## config.mk

```make
export PLATFORM = sky130hd
export DESIGN_NAME = hex_record_loader
export DESIGN_NICKNAME = d
export VERILOG_FILES = /design/src/design/hrl_pkg.sv /design/src/design/hrl_target.sv /design/src/design/hex_record_loader.sv
export VERILOG_INCLUDE_DIRS = /design/src /design/src/design
export SDC_FILE = /design/constraint.sdc
export NUM_CORES = 1
export LEC_CHECK = 0
export CORE_MARGIN = 4
export CORE_UTILIZATION = 58
export DETAILED_ROUTE_END_ITERATION = 6
export DONT_BUFFER_PORTS = 1
export HOLD_SLACK_MARGIN = 0.05
export PLACE_DENSITY = 0.75
export RECOVER_POWER = 50
export SYNTH_ARGS = -nofsm -noshare
export SYNTH_HDL_FRONTEND = slang
export SYNTH_SLANG_ARGS = --single-unit
```

## constraint.sdc

```tcl
create_clock -name clk_i -period 3.2 [get_ports clk_i]
set_input_delay 0.48 -clock clk_i [delete_from_list [all_inputs] [get_ports clk_i]]
set_output_delay 0.48 -clock clk_i [all_outputs]
set_load 0.02 [all_outputs]
```

## src/design/hex_record_loader_assert.svh

```systemverilog
// Assertion macros shared by the loader RTL.
// Define NO_ASSERTIONS to compile them away; no other dependencies.
`ifndef HEX_RECORD_LOADER_ASSERT_SVH
`define HEX_RECORD_LOADER_ASSERT_SVH
`ifndef NO_ASSERTIONS
// Check under reset: disabled while rst_n is low.
`define HRL_ASSERT(label, clk, rst_n, prop, msg) \
  label: assert property (@(posedge clk) disable iff (!rst_n) prop) else $error(msg);
// Check at every edge, reset included.
`define HRL_ASSERT_ALWAYS(label, clk, prop, msg) \
  label: assert property (@(posedge clk) prop) else $error(msg);
`else
`define HRL_ASSERT(label, clk, rst_n, prop, msg)
`define HRL_ASSERT_ALWAYS(label, clk, prop, msg)
`endif
`endif

```

## src/design/hrl_pkg.sv

```systemverilog
// Shared types, character codes and the hex digit decoder of the loader.
// No dependencies.
package hrl_pkg;

  localparam logic [7:0] CHAR_COLON   = 8'h3A;
  localparam logic [7:0] CHAR_NEWLINE = 8'h0A;

  // Upper offsets and index bias used by the config mapping rules
  localparam logic [15:0] OFFSET_CFG_LOW  = 16'h0001;
  localparam logic [15:0] OFFSET_CFG_HIGH = 16'h0030;
  localparam logic [16:0] CFG_ADDR_BIAS   = 17'h0000E;

  localparam logic [7:0] REC_DATA   = 8'h00;
  localparam logic [7:0] REC_OFFSET = 8'h04;

  // Register indexes of the write port
  localparam logic [1:0] REG_FLASH_SIZE   = 2'd0;
  localparam logic [1:0] REG_CFG_AREA     = 2'd1;
  localparam logic [1:0] REG_FAMILY_GROUP = 2'd2;

  typedef enum logic [1:0] {
    FAM_OFFSET_LOW  = 2'd0,
    FAM_OFFSET_HIGH = 2'd1,
    FAM_END_FLASH   = 2'd2,
    FAM_NONE        = 2'd3
  } family_e;

  typedef struct packed {
    logic        pm_write;
    logic [16:0] pm_address;
    logic        cfg_write;
    logic [3:0]  cfg_index;
  } target_t;

  // Returns {valid, value}
  function automatic logic [4:0] hex_nibble(input logic [7:0] c);
    logic [4:0] r;
    r = 5'b0;
    if (c >= 8'h30 && c <= 8'h39) r = {1'b1, 4'(c - 8'h30)};
    else if (c >= 8'h41 && c <= 8'h46) r = {1'b1, 4'(c - 8'h37)};
    else if (c >= 8'h61 && c <= 8'h66) r = {1'b1, 4'(c - 8'h57)};
    return r;
  endfunction

endpackage

```

## src/design/hrl_target.sv

```systemverilog
// Address mapping of one data byte to program memory and config area.
// Depends on hrl_pkg.
module hrl_target #(
  parameter int unsigned PROGMEM_BYTES = 131072,
  parameter int unsigned CFG_SLOTS     = 16
) (
  input  logic [15:0]           upper_offset_i,
  input  logic [15:0]           record_address_i,
  input  logic [7:0]            byte_index_i,
  input  logic [17:0]           flash_size_i,
  input  logic [4:0]            cfg_area_size_i,
  input  hrl_pkg::family_e      family_group_i,
  output hrl_pkg::target_t      target_o
);
  import hrl_pkg::*;

  localparam int unsigned PmLimit  = (PROGMEM_BYTES < 131072) ? PROGMEM_BYTES : 131072;
  localparam int unsigned CfgLimit = (CFG_SLOTS < 16) ? CFG_SLOTS : 16;

  logic [31:0] base;
  logic [32:0] addr_sum;
  logic [16:0] low_sum;
  logic [17:0] end_base;
  logic        pm_hit;
  logic        cfg_hit;
  logic [16:0] cfg_idx;
  logic        cfg_ok;

  assign base     = {upper_offset_i, record_address_i};
  assign addr_sum = {1'b0, base} + {25'b0, byte_index_i};
  assign low_sum  = {1'b0, record_address_i} + {9'b0, byte_index_i};
  assign end_base = flash_size_i - {13'b0, cfg_area_size_i};

  assign pm_hit = (base < {14'b0, flash_size_i}) && (addr_sum < 33'(PmLimit));

  always_comb begin
    cfg_hit = 1'b0;
    cfg_idx = {9'b0, byte_index_i};
    unique case (family_group_i)
      FAM_OFFSET_LOW: begin
        cfg_hit = (upper_offset_i == OFFSET_CFG_LOW) && (low_sum >= CFG_ADDR_BIAS);
        cfg_idx = low_sum - CFG_ADDR_BIAS;
      end
      FAM_OFFSET_HIGH: cfg_hit = (upper_offset_i == OFFSET_CFG_HIGH);
      FAM_END_FLASH: begin
        // no record matches when the area is larger than the flash
        cfg_hit = (flash_size_i >= {13'b0, cfg_area_size_i}) && (base == {14'b0, end_base});
      end
      default: cfg_hit = 1'b0;
    endcase
  end

  assign cfg_ok = cfg_hit && (cfg_idx < 17'(CfgLimit));

  assign target_o.pm_write   = pm_hit;
  assign target_o.pm_address = pm_hit ? addr_sum[16:0] : 17'b0;
  assign target_o.cfg_write  = cfg_ok;
  assign target_o.cfg_index  = cfg_ok ? cfg_idx[3:0] : 4'b0;

endmodule

```

## src/design/hex_record_loader.sv

```systemverilog
// Streaming HEX record loader. One character is taken per clock; a request is
// accepted whenever the result register is empty or being drained in the same
// cycle, so a steady stream runs at one character per cycle and each result is
// registered in the next cycle. The per-character work (digit decode,
// field shift, address compare for a data byte) sits between the input and the
// single result register. Characters that write nothing produce no result; a
// malformed line produces one error result and freezes the parser until reset.
// Depends on hrl_pkg, hrl_target and hex_record_loader_assert.svh.
`include "hex_record_loader_assert.svh"

module hex_record_loader #(
  parameter int unsigned PROGMEM_BYTES = 131072,
  parameter int unsigned CFG_SLOTS     = 16
) (
  input  logic        clk_i,
  input  logic        rst_ni,
  input  logic        reg_we_i,
  input  logic [1:0]  reg_idx_i,
  input  logic [17:0] reg_wdata_i,
  input  logic        in_valid_i,
  output logic        in_ready_o,
  input  logic [7:0]  ch_i,
  output logic        out_valid_o,
  input  logic        out_ready_i,
  output logic        pm_write_o,
  output logic [16:0] pm_address_o,
  output logic        cfg_write_o,
  output logic [3:0]  cfg_index_o,
  output logic [7:0]  data_byte_o,
  output logic        parse_error_o
);
  import hrl_pkg::*;

  logic [17:0] flash_size_q;
  logic [4:0]  cfg_area_q;
  family_e     family_q;

  logic [9:0]  pos_q, pos_d;
  logic [7:0]  len_q, len_d;
  logic [15:0] addr_q, addr_d;
  logic [7:0]  type_q, type_d;
  logic [15:0] upper_q, upper_d;
  logic [3:0]  hi_q, hi_d;
  logic [7:0]  byte_idx_q, byte_idx_d;
  logic        err_q, err_d;

  logic        out_valid_q;
  logic        pm_write_q, cfg_write_q, parse_error_q;
  logic [16:0] pm_address_q;
  logic [3:0]  cfg_index_q;
  logic [7:0]  data_byte_q;

  logic        in_accept;
  logic [4:0]  nib;
  logic [9:0]  data_end;
  logic        raise;
  logic        emit;
  target_t     tgt;

  assign in_ready_o = !out_valid_q || out_ready_i;
  assign in_accept  = in_valid_i && in_ready_o;
  assign nib        = hex_nibble(ch_i);
  assign data_end   = 10'd9 + {1'b0, len_q, 1'b0};

  hrl_target #(
    .PROGMEM_BYTES(PROGMEM_BYTES),
    .CFG_SLOTS    (CFG_SLOTS)
  ) u_target (
    .upper_offset_i  (upper_q),
    .record_address_i(addr_q),
    .byte_index_i    (byte_idx_q),
    .flash_size_i    (flash_size_q),
    .cfg_area_size_i (cfg_area_q),
    .family_group_i  (family_q),
    .target_o        (tgt)
  );

  always_comb begin
    pos_d      = pos_q;
    len_d      = len_q;
    addr_d     = addr_q;
    type_d     = type_q;
    upper_d    = upper_q;
    hi_d       = hi_q;
    byte_idx_d = byte_idx_q;
    err_d      = err_q;
    raise      = 1'b0;
    emit       = 1'b0;
    if (in_accept && !err_q) begin
      if (pos_q == 10'd0) begin
        if (ch_i != CHAR_COLON) begin
          raise = 1'b1;
        end else begin
          byte_idx_d = 8'd0;
          pos_d      = 10'd1;
        end
      end else if (ch_i == CHAR_NEWLINE) begin
        pos_d      = 10'd0;
        byte_idx_d = 8'd0;
      end else begin
        if (pos_q <= 10'd8) begin
          if (!nib[4]) raise = 1'b1;
          else if (pos_q <= 10'd2) len_d = {len_q[3:0], nib[3:0]};
          else if (pos_q <= 10'd6) addr_d = {addr_q[11:0], nib[3:0]};
          else type_d = {type_q[3:0], nib[3:0]};
        end else if (type_q == REC_DATA) begin
          if (pos_q < data_end) begin
            if (!nib[4]) begin
              raise = 1'b1;
            end else if (pos_q[0]) begin
              hi_d = nib[3:0];
            end else begin
              emit       = tgt.pm_write || tgt.cfg_write;
              byte_idx_d = byte_idx_q + 8'd1;
            end
          end
        end else if (type_q == REC_OFFSET) begin
          if (pos_q <= 10'd12) begin
            // first offset digit starts a fresh value, a short line keeps it
            if (!nib[4]) raise = 1'b1;
            else if (pos_q == 10'd9) upper_d = {12'b0, nib[3:0]};
            else upper_d = {upper_q[11:0], nib[3:0]};
          end
        end
        // hold position on error, saturate on long lines
        if (!raise && pos_q != 10'h3FF) pos_d = pos_q + 10'd1;
      end
      if (raise) err_d = 1'b1;
    end
  end

  always_ff @(posedge clk_i or negedge rst_ni) begin
    if (!rst_ni) begin
      flash_size_q <= 18'd0;
      cfg_area_q   <= 5'd0;
      family_q     <= FAM_NONE;
    end else if (reg_we_i) begin
      unique case (reg_idx_i)
        REG_FLASH_SIZE:   flash_size_q <= reg_wdata_i;
        REG_CFG_AREA:     cfg_area_q   <= reg_wdata_i[4:0];
        REG_FAMILY_GROUP: family_q     <= family_e'(reg_wdata_i[1:0]);
        default: ;
      endcase
    end
  end

  always_ff @(posedge clk_i or negedge rst_ni) begin
    if (!rst_ni) begin
      pos_q      <= 10'd0;
      len_q      <= 8'd0;
      addr_q     <= 16'd0;
      type_q     <= 8'd0;
      upper_q    <= 16'd0;
      hi_q       <= 4'd0;
      byte_idx_q <= 8'd0;
      err_q      <= 1'b0;
    end else begin
      pos_q      <= pos_d;
      len_q      <= len_d;
      addr_q     <= addr_d;
      type_q     <= type_d;
      upper_q    <= upper_d;
      hi_q       <= hi_d;
      byte_idx_q <= byte_idx_d;
      err_q      <= err_d;
    end
  end

  always_ff @(posedge clk_i or negedge rst_ni) begin
    if (!rst_ni) begin
      out_valid_q <= 1'b0;
    end else if (raise || emit) begin
      out_valid_q <= 1'b1;
    end else if (out_ready_i) begin
      out_valid_q <= 1'b0;
    end
  end

  // Result payload, loaded only with a new result
  always_ff @(posedge clk_i) begin
    if (raise) begin
      pm_write_q    <= 1'b0;
      pm_address_q  <= 17'd0;
      cfg_write_q   <= 1'b0;
      cfg_index_q   <= 4'd0;
      data_byte_q   <= 8'd0;
      parse_error_q <= 1'b1;
    end else if (emit) begin
      pm_write_q    <= tgt.pm_write;
      pm_address_q  <= tgt.pm_address;
      cfg_write_q   <= tgt.cfg_write;
      cfg_index_q   <= tgt.cfg_index;
      data_byte_q   <= {hi_q, nib[3:0]};
      parse_error_q <= 1'b0;
    end
  end

  assign out_valid_o   = out_valid_q;
  assign pm_write_o    = pm_write_q;
  assign pm_address_o  = pm_address_q;
  assign cfg_write_o   = cfg_write_q;
  assign cfg_index_o   = cfg_index_q;
  assign data_byte_o   = data_byte_q;
  assign parse_error_o = parse_error_q;

  `HRL_ASSERT(a_err_sticky, clk_i, rst_ni, err_q |=> err_q, "error flag cleared without reset")
  `HRL_ASSERT(a_err_result, clk_i, rst_ni, $rose(err_q) |-> out_valid_q && parse_error_q, "error raised without error result")
  `HRL_ASSERT(a_data_has_target, clk_i, rst_ni, out_valid_q && !parse_error_q |-> pm_write_q || cfg_write_q, "data result writes nowhere")
  `HRL_ASSERT(a_err_clean, clk_i, rst_ni, out_valid_q && parse_error_q |-> !pm_write_q && !cfg_write_q && data_byte_q == 8'd0, "error result carries data")
  `HRL_ASSERT_ALWAYS(a_reset_idle, clk_i, !rst_ni |-> !out_valid_o, "result valid during reset")

endmodule
```

==> results_dict.tcl <==
set metrics [dict create \
    relSlewSlack -0.628 \
    post_synth_inst_count 876 \
    finClkSkew_ps 8.71 \
    globalRoute.totalOverflow 0 \
    tns_ps -12230 \
    postPlaceCellArea_sq_um 9460 \
    busiest_metal_layer_after_global_routing "met2" \
    slowest_stage "dfrtp_1" \
    wl_per_cell_um 20.1 \
    synth-compound-area-share 0.171 \
    groute.layer.met1.usage 0.382 \
    final_hold_viol_count 0 \
    maximum_number_of_pins_on_one_net_before_global_route_repair 98 \
    vias_per_cell 6.13 \
    ctsRootBufferMaster "clkbuf_16" \
    top_level_ports 67 \
    initial_core_util 0.598 \
    num_rows 42 \
    deepest_level_of_the_cts_h_tree 4 \
    die_w_um 126 \
    die_area_sq_um 15800 \
    synth-simple-area-share 0.205 \
    diodes 0 \
    postSynthRegisterBits 129 \
    yosys_warnings 0 \
    crit_fanout 8 \
    max_slew.worst_pin.slew_ps 2440 \
    syn-cell-area_sq_um 8010 \
    share_of_final_layout_standard_cells_stronger_than_drive_strength_1 0.333 \
    groute.layer.met2.usage 0.546 \
    wire_length_of_the_first_global_routing_pass_mm 41.0 \
    cp_data_required_time_ps 3510 \
    pre_cts_ws_ps -986 \
    cap_violations 1 \
    detailedRoute.firstPassIterationCount 7 \
    grt_antenna_before_repair 0 \
    total_power_mw 5.39 \
    drt-initial-drc-count 754 \
    route.antenna.remaining_nets 0 \
    failed_checks "max-capacitance violations, max-slew violations, negative setup slack" \
    vias_in_the_first_global_route 8232 \
    main_combinational_cell_family_by_area_after_synthesis "simple AND/OR/NAND/NOR gates" \
    gp_routability_congestion 0.962 \
    numPortBuffers 0 \
    fin_util 0.802 \
    synth-adder-area-share 0.0828 \
    setup_viol 33 \
    synth-main-ff-cell "dfrtp_1" \
    dp_hpwl_mm 17.3 \
    synth_nets 960 \
    max_stage_delay_ps 420 \
    cts_buffers 17 \
    cts.sink_count 129 \
    post-route-worst-setup-slack_ps -456 \
    design.final.nets 1162 \
    clk_path_buf_depth 2 \
    status "finished with violations" \
    synth_edf_count 0 \
    grt_util_met3 0.0733 \
    critPathLaunchType "register" \
    core-area_sq_um 13400 \
    setup.worst_path.class "reg -> reg" \
    wl_mm 25.5 \
    synth.avg_cell_area_sq_um 9.14 \
    final.period_utilization 1.14 \
    worstSkewPairLatency_ps 430 \
    leakage_power_summed_over_all_cells_nw 4.88 \
    muxShareOfSynthArea 0.0550 \
    cell_by_cell_listing_of_the_critical_path "ha_4, and2_4, a311oi_4, buf_4, a2111o_1, o2111ai_1, nor3_1, nand4_1, buf_4, a2111oi_4, a2bb2oi_4, buf_6, nor3b_4, buf_6, a22o_1" \
    dieHeight_um 126 \
    ys_types 86 \
    yosys.area_share.xor_xnor 0.0623 \
    synth_seq_area_share 0.383 \
    flow.area_growth_from_synthesis_pct 34.2 \
    ys_async_sr_fraction 0.752 \
    routed-via-count 7768 \
    hold_slack_ps 174 \
    numPlacedInstances 1198 \
    fmax_mhz 274 \
    cts_tree "built" \
    final_cell_count_no_fill 1267 \
    arrival_ps 3970 \
    path_buf_inv 4 \
    final-max-slew-violation-count 98 \
    cts.reportedPaths.clkPinSlew_ps 60 \
    rsz0062_at_grt "true" \
    crit_path_end_kind "register" \
    power.density_nw_per_um2 501 \
    critical_path.top_delay_family "compound AO/OA/AOI/OAI gates" \
    vdd.ir_drop.worst_uv 388 \
    period_minus_slack_ps 3660 \
    hold_class "in -> reg" \
    total_grt_usage 0.321 \
    drc 0 \
    finish.instance_area_sq_um 10700 \
]
## cells by family (layout without fill, tap and decap cells)
group / Yosys count / count (layout)
flip-flops: 129 / 129
AO/OA/AOI/OAI: 195 / 196
adder cells (fa/ha/maj): 52 / 52
AND/OR/NAND/NOR: 324 / 326
multiplexers: 40 / 40
buffers and inverters: 79 / 291
XOR/XNOR: 57 / 57
## worst register-to-register path, cell delays in order, from the launching register on
cell and delay, ps:
dfrtp_1 420, ha_4 290, and2_4 180, a311oi_4 280
buf_4 210, a2111o_1 140, o2111ai_1 130, nor3_1 340
nand4_1 290, buf_4 230, a2111oi_4 250, a2bb2oi_4 220
buf_6 130, nor3b_4 40, buf_6 150, a22o_1 240
## layout by cell type, fill, tap and decap left out, drive strengths merged, types with 6 or more instances in the layout
master | Yosys | final
nand3 | 26 | 26
a22o | 17 | 17
nand2b | 7 | 7
nor2 | 66 | 67
nand4 | 19 | 19
inv | 44 | 50
clkbuf | 23 | 20
clkinv | 1 | 7
dfrtp | 95 | 95
buf | 11 | 211
xnor2 | 29 | 29
o21ai | 66 | 66
mux2 | 32 | 32
a21o | 7 | 7
and3 | 10 | 10
nor4 | 11 | 11
nor3 | 24 | 24
a21oi | 36 | 36
dfxtp | 32 | 32
ha | 49 | 49
o31ai | 7 | 7
nand3b | 6 | 6
mux2i | 8 | 8
nand2 | 112 | 112
xor2 | 28 | 28
a211oi | 9 | 9
nor3b | 8 | 9
o211ai | 8 | 8
nor2b | 6 | 6
## per-layer routing
| metal | part of all wire | vias up |
|---|---|---|
| li1 | - | 3567 |
| met1 | 0.39 | 3731 |
| met2 | 0.50 | 344 |
| met3 | 0.063 | 126 |
| met4 | 0.048 | 0 |
| met5 | 0 | - |
## Yosys cell counts, types with 26 or more instances
master | instances | area (sq um)
a21oi_1 | 36 | 180
dfrtp_1 | 95 | 2380
o21ai_0 | 65 | 325
nor2_1 | 63 | 236
inv_1 | 44 | 165
mux2_2 | 32 | 360
xor2_1 | 28 | 245
ha_1 | 49 | 613
dfxtp_1 | 32 | 641
nand3_1 | 26 | 130
nand2_1 | 112 | 420
xnor2_1 | 29 | 254
## report_power, final
group          total (mW)  internal, mW  switching, mW
registers            1.84          1.74         0.0980
clock network        1.92          1.10          0.819
logic                1.64         0.773          0.863
## repair_timing
action	CTS	global route
gates cloned	4	0
setup buffers	28	6
hold buffers	2	0
endpoints found under the setup margin	45	54
pin swaps	36	27
hold endpoints to repair	97	0
gates resized for setup	54	31
## layout make-up
class,count,area [sq um]
repair buffers,214,1640
well taps,176,220
multi-input cells,671,5070
fillers,837,2650
inverters,45,170
clock inverters,14,150
clock buffers,18,429
flip-flops and latches,129,3070
## path summary, 6_finish.rpt
kind / from / endpoint / slack [ps] / cells after the start
max: addr_q[4]$_DFFE_PN0P_ / pm_address_o[6]$_SDFFE_PP0P_ / -460 / 15
min: reg_wdata_i[5] / flash_size_q[5]$_DFFE_PN0P_ / 170 / 2
max reg2reg: addr_q[4]$_DFFE_PN0P_ / pm_address_o[6]$_SDFFE_PP0P_ / -460 / 15
min reg2reg: err_q$_DFFE_PN0P_ / err_q$_DFFE_PN0P_ / 470 / 1
max in group asynchronous: rst_ni / byte_idx_q[7]$_DFFE_PN0P_ / 230 / 2
min in group asynchronous: rst_ni / flash_size_q[5]$_DFFE_PN0P_ / 1360 / 2
## flip-flops by register name (all words and copies together), names as in the netlist, 5 cells and up
signal	count
addr_q	16
byte_idx_q	8
cfg_area_q	5
data_byte_o	8
flash_size_q	18
len_q	8
pm_address_o	17
pos_q	10
type_q	8
upper_q	16
No activity file was read; power rests on OpenSTA's default activity.
